## config.mk

```make
export PLATFORM = sky130hd
export DESIGN_NAME = ordered_array_insert_delete_search_core
export DESIGN_NICKNAME = d
export VERILOG_FILES = /design/src/design/oaids_pkg.sv /design/src/design/ordered_array_insert_delete_search_core.sv
export SDC_FILE = /design/constraint.sdc
export NUM_CORES = 2
export LEC_CHECK = 0
export BUFFER_PORTS_ARGS = -buffer_cell sky130_fd_sc_hd__buf_4
export CORE_MARGIN = 10
export CORE_UTILIZATION = 65
export CTS_CLUSTER_SIZE = 10
export DETAILED_ROUTE_END_ITERATION = 10
export GPL_TIMING_DRIVEN = 1
export PLACE_DENSITY = 0.86
export SLEW_MARGIN = 20
export SYNTH_ARGS = -nofsm -noshare
export SYNTH_HDL_FRONTEND = slang
export SYNTH_SLANG_ARGS = --single-unit
export TNS_END_PERCENT = 50
```

## constraint.sdc

```tcl
create_clock -name clk_i -period 16.84 [get_ports clk_i]
set_clock_uncertainty 0.1 [all_clocks]
set_input_delay 4.21 -clock clk_i [delete_from_list [all_inputs] [get_ports clk_i]]
set_output_delay 4.21 -clock clk_i [all_outputs]
set_load 0.1 [all_outputs]
```

## src/design/oaids_pkg.sv

```systemverilog
// Shared constants for the ordered array insert/delete/search core.
// Holds field widths, request codes and status codes; no dependencies.
package oaids_pkg;

  // Default number of entries held by the array
  localparam int DEF_CAPACITY = 64;

  // Payload field widths
  localparam int REQ_W    = 3;
  localparam int POS_W    = 7;
  localparam int VAL_W    = 32;
  localparam int STATUS_W = 3;
  localparam int IDX_W    = 6;

  // Request codes carried on the input tuser
  localparam logic [REQ_W-1:0] REQ_CLEAR  = 3'd0;
  localparam logic [REQ_W-1:0] REQ_APPEND = 3'd1;
  localparam logic [REQ_W-1:0] REQ_INSERT = 3'd2;
  localparam logic [REQ_W-1:0] REQ_DELETE = 3'd3;
  localparam logic [REQ_W-1:0] REQ_SEARCH = 3'd4;
  localparam logic [REQ_W-1:0] REQ_DUMP   = 3'd5;

  // Status codes carried on the output tuser
  localparam logic [STATUS_W-1:0] ST_OK       = 3'd0;
  localparam logic [STATUS_W-1:0] ST_INVALID  = 3'd1;
  localparam logic [STATUS_W-1:0] ST_FULL     = 3'd2;
  localparam logic [STATUS_W-1:0] ST_NOTFOUND = 3'd3;
  localparam logic [STATUS_W-1:0] ST_EMPTY    = 3'd4;

endpackage

```

## src/design/ordered_array_insert_delete_search_core.sv

```systemverilog
// Ordered array of signed 32-bit entries with clear, append, insert, delete,
// search and dump requests. Depends on oaids_pkg.
//
// Usage:
//   Requests enter on the slave stream: tuser carries the request code,
//   tdata carries position and value. Results leave on the master stream:
//   tuser carries the status, tdata the index and value, tlast marks the
//   final result of a request. Every request gives one result, except a
//   dump of a non-empty array, which gives one result per stored entry.
//   The entries live in a single-port-read, single-port-write memory; one
//   sequencer walks it with at most one read and one write per step.
//   Clear, append and a request refused for a bad position, a full array or
//   an unknown code need no walk of the memory. Insert shifts the entries
//   up one place from the top down to the position, then writes the value.
//   Delete shifts the entries above the position down one place. Search
//   scans from index zero to the first match or the end of the entries, and
//   dump reads one entry per step, waiting while the output register is full.
//   Each shift or scan step is one registered memory read, then
//   the write or compare. The input is ready only while no request is active.
//   A result waits in the output register while the receiver stalls; the
//   core takes the next request meanwhile and holds its own result until
//   the register is free. Reset empties the array (count to zero) and drops
//   any pending result; memory contents are not cleared.
module ordered_array_insert_delete_search_core
  import oaids_pkg::*;
#(
  parameter int CAPACITY = DEF_CAPACITY
) (
  input  logic        clk_i,
  input  logic        rst_ni,
  // Request stream
  input  logic        s_axis_tvalid_i,
  output logic        s_axis_tready_o,
  input  logic [39:0] s_axis_tdata_i,  // [6:0] position, [38:7] item_value, [39] zero
  input  logic [2:0]  s_axis_tuser_i,  // [2:0] req_type
  // Result stream
  output logic        m_axis_tvalid_o,
  input  logic        m_axis_tready_i,
  output logic [39:0] m_axis_tdata_o,  // [5:0] found_index, [37:6] entry_value, [39:38] zero
  output logic [2:0]  m_axis_tuser_o,  // [2:0] status
  output logic        m_axis_tlast_o   // last
);

  localparam int AW = (CAPACITY > 1) ? $clog2(CAPACITY) : 1;
  localparam int CW = $clog2(CAPACITY + 1);

  // Sequencer states
  localparam logic [3:0] S_IDLE    = 4'd0;
  localparam logic [3:0] S_INS_RD  = 4'd1;
  localparam logic [3:0] S_INS_WR  = 4'd2;
  localparam logic [3:0] S_DEL_RD  = 4'd3;
  localparam logic [3:0] S_DEL_WR  = 4'd4;
  localparam logic [3:0] S_SRC_RD  = 4'd5;
  localparam logic [3:0] S_SRC_CMP = 4'd6;
  localparam logic [3:0] S_DMP_RD  = 4'd7;
  localparam logic [3:0] S_DMP_OUT = 4'd8;
  localparam logic [3:0] S_RESP    = 4'd9;

  logic [3:0]          state_q, state_d;
  logic [CW-1:0]       cnt_q, cnt_d;
  logic [CW-1:0]       idx_q, idx_d;
  logic [POS_W-1:0]    pos_q, pos_d;
  logic [VAL_W-1:0]    val_q, val_d;
  logic [STATUS_W-1:0] res_status_q, res_status_d;
  logic [CW-1:0]       res_idx_q, res_idx_d;

  // Output register
  logic                out_valid_q;
  logic [STATUS_W-1:0] out_status_q, out_status_d;
  logic [IDX_W-1:0]    out_idx_q, out_idx_d;
  logic [VAL_W-1:0]    out_val_q, out_val_d;
  logic                out_last_q, out_last_d;
  logic                out_load, out_free;

  // Memory ports
  logic [VAL_W-1:0]    mem [CAPACITY];
  logic                wr_en, rd_en;
  logic [AW-1:0]       wr_addr, rd_addr;
  logic [VAL_W-1:0]    wr_data, rd_data_q;

  logic                s_accept;
  logic [POS_W-1:0]    pos_in, cnt_ext, idx_ext;
  logic [CW-1:0]       idx_inc;
  logic                full;

  assign s_accept = s_axis_tvalid_i && s_axis_tready_o;
  assign s_axis_tready_o = (state_q == S_IDLE);
  assign out_free = !out_valid_q || m_axis_tready_i;
  assign pos_in   = s_axis_tdata_i[POS_W-1:0];
  assign cnt_ext  = POS_W'(cnt_q);
  assign idx_ext  = POS_W'(idx_q);
  assign idx_inc  = idx_q + CW'(1);
  assign full     = (cnt_q == CW'(CAPACITY));

  // Sequence one request through the shared memory port
  always_comb begin
    state_d      = state_q;
    cnt_d        = cnt_q;
    idx_d        = idx_q;
    pos_d        = pos_q;
    val_d        = val_q;
    res_status_d = res_status_q;
    res_idx_d    = res_idx_q;
    wr_en        = 1'b0;
    wr_addr      = idx_q[AW-1:0];
    wr_data      = rd_data_q;
    rd_en        = 1'b0;
    rd_addr      = idx_q[AW-1:0];
    out_load     = 1'b0;
    out_status_d = res_status_q;
    out_idx_d    = IDX_W'(res_idx_q);
    out_val_d    = '0;
    out_last_d   = 1'b1;
    case (state_q)
      S_IDLE: begin
        if (s_accept) begin
          pos_d        = pos_in;
          val_d        = s_axis_tdata_i[POS_W +: VAL_W];
          res_status_d = ST_OK;
          res_idx_d    = '0;
          state_d      = S_RESP;
          case (s_axis_tuser_i)
            REQ_CLEAR: begin
              cnt_d = '0;
            end
            REQ_APPEND: begin
              if (full) begin
                res_status_d = ST_FULL;
              end else begin
                wr_en   = 1'b1;
                wr_addr = cnt_q[AW-1:0];
                wr_data = s_axis_tdata_i[POS_W +: VAL_W];
                cnt_d   = cnt_q + CW'(1);
              end
            end
            REQ_INSERT: begin
              if (pos_in > cnt_ext) begin
                res_status_d = ST_INVALID;
              end else if (full) begin
                res_status_d = ST_FULL;
              end else begin
                idx_d   = cnt_q;
                state_d = S_INS_RD;
              end
            end
            REQ_DELETE: begin
              if (pos_in >= cnt_ext) begin
                res_status_d = ST_INVALID;
              end else begin
                idx_d   = CW'(pos_in);
                state_d = S_DEL_RD;
              end
            end
            REQ_SEARCH: begin
              idx_d   = '0;
              state_d = S_SRC_RD;
            end
            REQ_DUMP: begin
              if (cnt_q == '0) begin
                res_status_d = ST_EMPTY;
              end else begin
                idx_d   = '0;
                state_d = S_DMP_RD;
              end
            end
            default: begin
              res_status_d = ST_INVALID;
            end
          endcase
        end
      end
      // Shift entries up one place, from the top down to the position
      S_INS_RD: begin
        if (idx_ext > pos_q) begin
          rd_en   = 1'b1;
          rd_addr = AW'(idx_q - CW'(1));
          state_d = S_INS_WR;
        end else begin
          wr_en   = 1'b1;
          wr_addr = pos_q[AW-1:0];
          wr_data = val_q;
          cnt_d   = cnt_q + CW'(1);
          state_d = S_RESP;
        end
      end
      S_INS_WR: begin
        wr_en   = 1'b1;
        idx_d   = idx_q - CW'(1);
        state_d = S_INS_RD;
      end
      // Shift entries down one place, from the position up to the top
      S_DEL_RD: begin
        if (idx_inc < cnt_q) begin
          rd_en   = 1'b1;
          rd_addr = idx_inc[AW-1:0];
          state_d = S_DEL_WR;
        end else begin
          cnt_d   = cnt_q - CW'(1);
          state_d = S_RESP;
        end
      end
      S_DEL_WR: begin
        wr_en   = 1'b1;
        idx_d   = idx_inc;
        state_d = S_DEL_RD;
      end
      // Scan from index zero for the first match
      S_SRC_RD: begin
        if (idx_q < cnt_q) begin
          rd_en   = 1'b1;
          state_d = S_SRC_CMP;
        end else begin
          res_status_d = ST_NOTFOUND;
          state_d      = S_RESP;
        end
      end
      S_SRC_CMP: begin
        if (rd_data_q == val_q) begin
          res_idx_d = idx_q;
          state_d   = S_RESP;
        end else begin
          idx_d   = idx_inc;
          state_d = S_SRC_RD;
        end
      end
      // Stream entries out, one result per entry
      S_DMP_RD: begin
        rd_en   = 1'b1;
        state_d = S_DMP_OUT;
      end
      S_DMP_OUT: begin
        if (out_free) begin
          out_load     = 1'b1;
          out_status_d = ST_OK;
          out_idx_d    = IDX_W'(idx_q);
          out_val_d    = rd_data_q;
          out_last_d   = (idx_inc == cnt_q);
          idx_d        = idx_inc;
          state_d      = (idx_inc == cnt_q) ? S_IDLE : S_DMP_RD;
        end
      end
      // Hold the single result until the output register is free
      S_RESP: begin
        if (out_free) begin
          out_load = 1'b1;
          state_d  = S_IDLE;
        end
      end
      default: begin
        state_d = S_IDLE;
      end
    endcase
  end

  // Advance control state
  always_ff @(posedge clk_i or negedge rst_ni) begin
    if (!rst_ni) begin
      state_q     <= S_IDLE;
      cnt_q       <= '0;
      out_valid_q <= 1'b0;
    end else begin
      state_q <= state_d;
      cnt_q   <= cnt_d;
      if (out_load) begin
        out_valid_q <= 1'b1;
      end else if (m_axis_tready_i) begin
        out_valid_q <= 1'b0;
      end
    end
  end

  // Hold request and result payload
  always_ff @(posedge clk_i) begin
    idx_q        <= idx_d;
    pos_q        <= pos_d;
    val_q        <= val_d;
    res_status_q <= res_status_d;
    res_idx_q    <= res_idx_d;
    if (out_load) begin
      out_status_q <= out_status_d;
      out_idx_q    <= out_idx_d;
      out_val_q    <= out_val_d;
      out_last_q   <= out_last_d;
    end
  end

  // Entry memory: one write and one registered read per cycle
  always_ff @(posedge clk_i) begin
    if (wr_en) begin
      mem[wr_addr] <= wr_data;
    end
    if (rd_en) begin
      rd_data_q <= mem[rd_addr];
    end
  end

  assign m_axis_tvalid_o = out_valid_q;
  assign m_axis_tdata_o  = {2'b00, out_val_q, out_idx_q};
  assign m_axis_tuser_o  = out_status_q;
  assign m_axis_tlast_o  = out_last_q;

endmodule

```

# Word-level counts from Yosys, hierarchy flattened
# Memory sizes are Yosys's and may differ from the RTL's. A register that Yosys moved wholly into a read port is not among the register bits.
# Cells that the tools add are included.
[word_totals]
reg_bits = 109
ramBits = 2048
rom_bits = 0
n_memories = 1
out_inout_bits = 46
latch_bits = 0
in_bits = 47
[op_classes]
order_cmp = 5
add_sub_neg = 4
n_reduce_logical = 21
div_mod_pow = 0
shifts = 0
n_eq_ne = 32
mux = 72
bitwise_logic = 0
multipliers = 0
[mem_list]
columns = ["memory", "words", "width", "read_ports", "rd_clocked_by_memory_dff", "wr", "line", "text"]
rows = [
  ["mem", 64, 32, 1, 1, 1, "ordered_array_insert_delete_search_core.sv:76", "logic [VAL_W-1:0] mem [CAPACITY];"],
]
[ops]
columns = ["op", "n"]
rows = [
  ["2-to-1 mux 32 bit", 4],
  ["2-to-1 mux 7 bit", 11],
  ["one-hot mux 32 bit (2 select lines)", 1],
  ["2-to-1 mux 6 bit", 10],
  ["2-to-1 mux 4 bit", 11],
  ["one-hot mux 4 bit (10 select lines)", 1],
  ["one-hot mux 6 bit (2 select lines)", 3],
  ["one-hot mux 7 bit (5 select lines)", 1],
  ["== test 32 bit", 1],
  ["one-hot mux 7 bit (4 select lines)", 1],
  ["one-hot mux 7 bit (3 select lines)", 1],
  ["2-to-1 mux 3 bit", 6],
  ["== test 4 x 3 -> 1 bit, second input constant", 4],
  ["one-hot mux 4 bit (4 select lines)", 1],
  ["inequality test 3 bit, second input constant", 5],
  ["one-hot mux 3 bit (5 select lines)", 1],
  ["adder 7 x 1 -> 7 bit, second input constant", 2],
  ["greater-than comparator 7 bit", 2],
  ["less-than comparator 7 bit", 2],
  ["2-to-1 mux 1 bit", 14],
  ["inequality test 2 bit, second input constant", 7],
  ["one-hot mux 7 bit (2 select lines)", 1],
  ["subtractor 7 x 1 -> 7 bit, second input constant", 2],
  ["AND reduction 3 bit", 3],
  ["29 further kinds", 39],
]

# Longest topological paths before layout
[depth]
depth_word = 7
ltp_mapped = 18
mapped_depth_nobuf = 14

# Worst setup path before layout
# No wires, ideal clock.
[synth_path]
kind = "input to register"
start = "input s_axis_tvalid_i"
end = "memory mem[62][0], enable pin"
n_path_buf = 0
arrival_ps = 8678
cell_stages = 7
path_slack_ps = 7601
path_cell_list = "and2_1 > and3_1 > o211ai_1 > a22oi_1 > nand2_1 > or2_2 > nor3_1"
[synth_between]
elab_chain_cells = 5
[synth_lines]
columns = ["element", "line", "text"]
rows = [
  ["start, declared", "ordered_array_insert_delete_search_core.sv:32", "input logic s_axis_tvalid_i,"],
  ["logical AND 1 bit (*)", "ordered_array_insert_delete_search_core.sv:86", "assign s_accept = s_axis_tvalid_i && s_axis_tready_o;"],
  ["2-to-1 mux 1 bit", "ordered_array_insert_delete_search_core.sv:116", "if (s_accept) begin"],
  ["one-hot mux 1 bit (3 select lines)", "ordered_array_insert_delete_search_core.sv:114", "case (state_q)"],
  ["2-to-1 mux 1 bit", "ordered_array_insert_delete_search_core.sv:289", "if (wr_en) begin"],
  ["2-to-1 mux 1 bit (implied by the code)", "ordered_array_insert_delete_search_core.sv:290", "mem[wr_addr] <= wr_data;"],
  ["end, declared", "ordered_array_insert_delete_search_core.sv:76", ""],
]
# Every way passes the cells marked *; elsewhere a longest branch is shown, timed or not.

# Final worst setup path
[layout_path]
start = "input s_axis_tvalid_i"
end = "memory mem[6][9], enable pin"
# Same word-level chain as after synthesis.

==> qor_table.md <==
| Quantity | This run |
|---|---|
| Run status | finished with violations |
| Violated checks | design-rule violations |
| Footprint of the multi-input gates | 0.0214 mm^2 |
| Final GP Congestion | 0.924 |
| Chip Height | 389 um |
| Antenna violation net count after detailed routing | 0 |
| CP max FO | 42 |
| Area of the core | 0.135 mm^2 |
| Count of instances resized after the clock tree is built | 0 |
| Top cell type by total area after synthesis | sky130_fd_sc_hd__edfxtp_1 |
| Final slew viol count | 0 |
| NumNets Final | 4,994 |
| Detailed-route DRC error count | 1 |
| Classification of the worst-slack hold path | reg2reg |
| Syn-to-layout area delta | 10.5% |
| Via count | 51,100 |
| Drt first pass iters | 11 |
| Max-cap violation count | 0 |
| Count of state elements after synthesis | 2,189 |
| Final wirelength | 244,000 um |
| Most common flop cell mapped by yosys | sky130_fd_sc_hd__edfxtp_1 |
| Cell chosen for the clock root | sky130_fd_sc_hd__clkbuf_16 |
| Achievable Freq | 114 MHz |
| Vias per std cell | 7.61 |
| CTS tree | built |
| First-pass GRT wire length | 354,000 um |
| Number of buffers added by the clock tree synthesis step | 237 |
| Initial drt markers | 10,100 |
| Number of antenna violations at the first check in global routing | 7 |
| Clock input transition at the sequential cells of the worst setup and hold paths | 0.05 ns |
| Number of I/O pins | 93 |
| Number of instances in the synthesized netlist | 4,775 |
| DIE AREA | 0.151 mm^2 |
| Filler Cells Inserted | 7,096 |
| Minimum clock period | 8.78 ns |
| Setup Fix Bufs, Post-CTS | 0 |
| Final Cycle Share | 0.521 |
| Count of final setup violators | 0 |
| Fraction of synthesis flops using an asynchronous set or reset pin | 0.00548 |
| Number of global-route vias before repair | 51,200 |
| Initial Util | 0.653 |
| Total standard cell area after synthesis | 0.0884 mm^2 |
| Total global-route track usage | 0.319 |
| Routed wire length per instance | 36.3 um |
| Share of synthesized area occupied by flip-flops and latches | 0.743 |
| H-Tree Depth | 4 |
| Post-DP HPWL | 130,000 um |
| Type of element launching the critical path | input port |
| Required time at the worst-slack endpoint | 17.23 ns |
| Kind of end point of the critical path | flop |
| Clock latency on the worst-skew pair | 0.87 ns |
| Data arrival time of the critical path | 9.17 ns |
| Synthesis warning total | 0 |
| Clock net sink count | 2,189 |
| Measured slew at the worst slew-check pin | 1.21 ns |
| Final total negative setup slack | 0 ns |
| Overflow left after global routing | 0 |
| Top area cells in the synthesized netlist | sky130_fd_sc_hd__edfxtp_1 74%, sky130_fd_sc_hd__mux2i_1 7.2%, sky130_fd_sc_hd__mux4_2 6.5%, sky130_fd_sc_hd__nand4_1 2.8%, sky130_fd_sc_hd__a311oi_1 1.2% |
| Post-cts hold buffer count | 0 |
| Relative max-transition margin | 0.192 |
| Share of the synthesized area in the top cell type | 0.740 |
| Number of I/O port buffers | 89 |
| Count of flip-flops with a built-in enable after synthesis | 2,177 |
| Synth unique cells | 74 |
| RSZ-0062 raised after global routing | false |
| Flip-flop and latch area | 0.0657 mm^2 |
| Maximum number of pins on one net before global-route repair | 210 |
| Crit Path Category | in2reg |
| Chip Width | 389 um |
| Largest buffer count on any clock path | 3 |
| Final-report hold violation count | 0 |
| Synthesized area per cell | 18.5 um^2 |
| Layout cells sized above 1 | 0.172 |
| Site Rows | 135 |
## cells in the mapped netlist (42+ instances only)
master,count
sky130_fd_sc_hd__mux2i_1,636
sky130_fd_sc_hd__buf_2,140
sky130_fd_sc_hd__nand2_1,52
sky130_fd_sc_hd__nand3_1,143
sky130_fd_sc_hd__clkbuf_1,146
sky130_fd_sc_hd__o22ai_1,76
sky130_fd_sc_hd__nor2_1,96
sky130_fd_sc_hd__nand4_1,392
sky130_fd_sc_hd__mux4_2,256
sky130_fd_sc_hd__edfxtp_1,2177
sky130_fd_sc_hd__a311oi_1,126
sky130_fd_sc_hd__inv_1,57
sky130_fd_sc_hd__and2_1,42
## kinds of logic after synthesis
logic type,synth area share
compound gates,0.0357
xor+xnor,0.00426
fa+ha+maj,0.00453
buf+inv,0.0211
flops,0.743
mux,0.139
other cells,0.0000424
simple gates,0.0524
## final timing paths
kind                                 start  slack [ns]                end  cells past startpoint
setup / recovery           s_axis_tvalid_i        8.06          mem[6][9]                     13
setup reg to reg                idx_ext[1]        8.78       rd_data_q[5]                     17
max in group asynchronous           rst_ni       13.37         cnt_ext[5]                      1
min in group asynchronous           rst_ni        3.10    m_axis_tvalid_o                      1
hold reg to reg            res_status_q[1]        0.45  m_axis_tuser_o[1]                      1
hold / removal             res_status_q[1]        0.45  m_axis_tuser_o[1]                      1
## per-layer routing
metal	wire [um]	track usage	vias to the layer above
met3	39000	0.105	920
met2	114000	0.491	5006
li1	-	-	20000
met5	40	0	-
met1	78000	0.412	25200
met4	13600	0.156	6
## cell usage in the layout, fill, tap and decap left out, types with 11 or more instances in the layout
cell,synthesis,routed
sky130_fd_sc_hd__a22oi_1,14,14
sky130_fd_sc_hd__nand3_1,143,143
sky130_fd_sc_hd__nand4_1,392,392
sky130_fd_sc_hd__o21ai_0,18,17
sky130_fd_sc_hd__xnor2_1,36,35
sky130_fd_sc_hd__nand2_1,52,52
sky130_fd_sc_hd__buf_4,21,225
sky130_fd_sc_hd__nor2_1,96,33
sky130_fd_sc_hd__a222oi_1,32,32
sky130_fd_sc_hd__a41oi_1,31,31
sky130_fd_sc_hd__o22ai_1,76,76
sky130_fd_sc_hd__dfrtp_1,12,12
sky130_fd_sc_hd__inv_1,57,47
sky130_fd_sc_hd__mux2i_1,636,636
sky130_fd_sc_hd__ha_1,32,32
sky130_fd_sc_hd__or3_1,36,36
sky130_fd_sc_hd__a21oi_1,28,28
sky130_fd_sc_hd__mux2_2,11,11
sky130_fd_sc_hd__mux4_2,256,256
sky130_fd_sc_hd__a311oi_1,126,126
sky130_fd_sc_hd__nor2_4,0,63
sky130_fd_sc_hd__and2_1,42,40
sky130_fd_sc_hd__clkbuf_16,0,239
sky130_fd_sc_hd__clkinv_1,0,11
sky130_fd_sc_hd__edfxtp_1,2177,2177
## cell type report
| cell class | instances | area share |
|---|---|---|
| flip-flops and latches | 2189 | 0.673 |
| multi-input cells | 2194 | 0.219 |
| clock buffers | 249 | 0.0616 |
| well taps | 1781 | 0.0228 |
| repair buffers | 236 | 0.0196 |
| inverters | 57 | 0.00219 |
| clock inverters | 13 | 0.00190 |
| diodes | 1 | 0.0000256 |
## registers in the layout (all words and copies together), names as in the netlist
signal,cells
res_idx_q,6
m_axis_tvalid_o,1
out_val_q,32
mem,2048
state_q,4
idx_ext,7
rd_data_q,32
val_q,32
res_status_q,3
m_axis_tlast_o,1
cnt_ext,7
pos_q,7
out_idx_q,6
m_axis_tuser_o,3
## worst max-delay path: stages
cell                       delay [ns]
sky130_fd_sc_hd__buf_4           0.10
sky130_fd_sc_hd__and2_2          0.13
sky130_fd_sc_hd__buf_4           0.56
sky130_fd_sc_hd__and3_2          0.28
sky130_fd_sc_hd__buf_4           0.51
sky130_fd_sc_hd__o211ai_1        0.14
sky130_fd_sc_hd__buf_4           0.35
sky130_fd_sc_hd__a22oi_1         0.57
sky130_fd_sc_hd__nand2_1         0.24
sky130_fd_sc_hd__nor2_1          0.38
sky130_fd_sc_hd__nand2_1         0.60
sky130_fd_sc_hd__nor2_4          0.53
sky130_fd_sc_hd__buf_4           0.49
## per-stage QoR
stage | worst slack (ns) | hold WS [ns] | instance area, um^2 | util | std cells
after floorplan | 7.60 | 0.409 | 88400 | - | 4776
after global placement | 7.53 | 0.417 | 91400 | 0.675 | 6454
after detailed placement | 7.57 | 0.428 | 91400 | 0.676 | 6457
after CTS | 8.32 | 0.444 | 97600 | 0.722 | 6719
after global routing | 8.08 | 0.464 | 97600 | 0.722 | 6719
final | 8.06 | 0.450 | 97600 | 0.722 | 6720
Power is left out: the tool's default activity adds up to more than one toggle a clock period on the data nets, which glitch-free logic cannot reach.
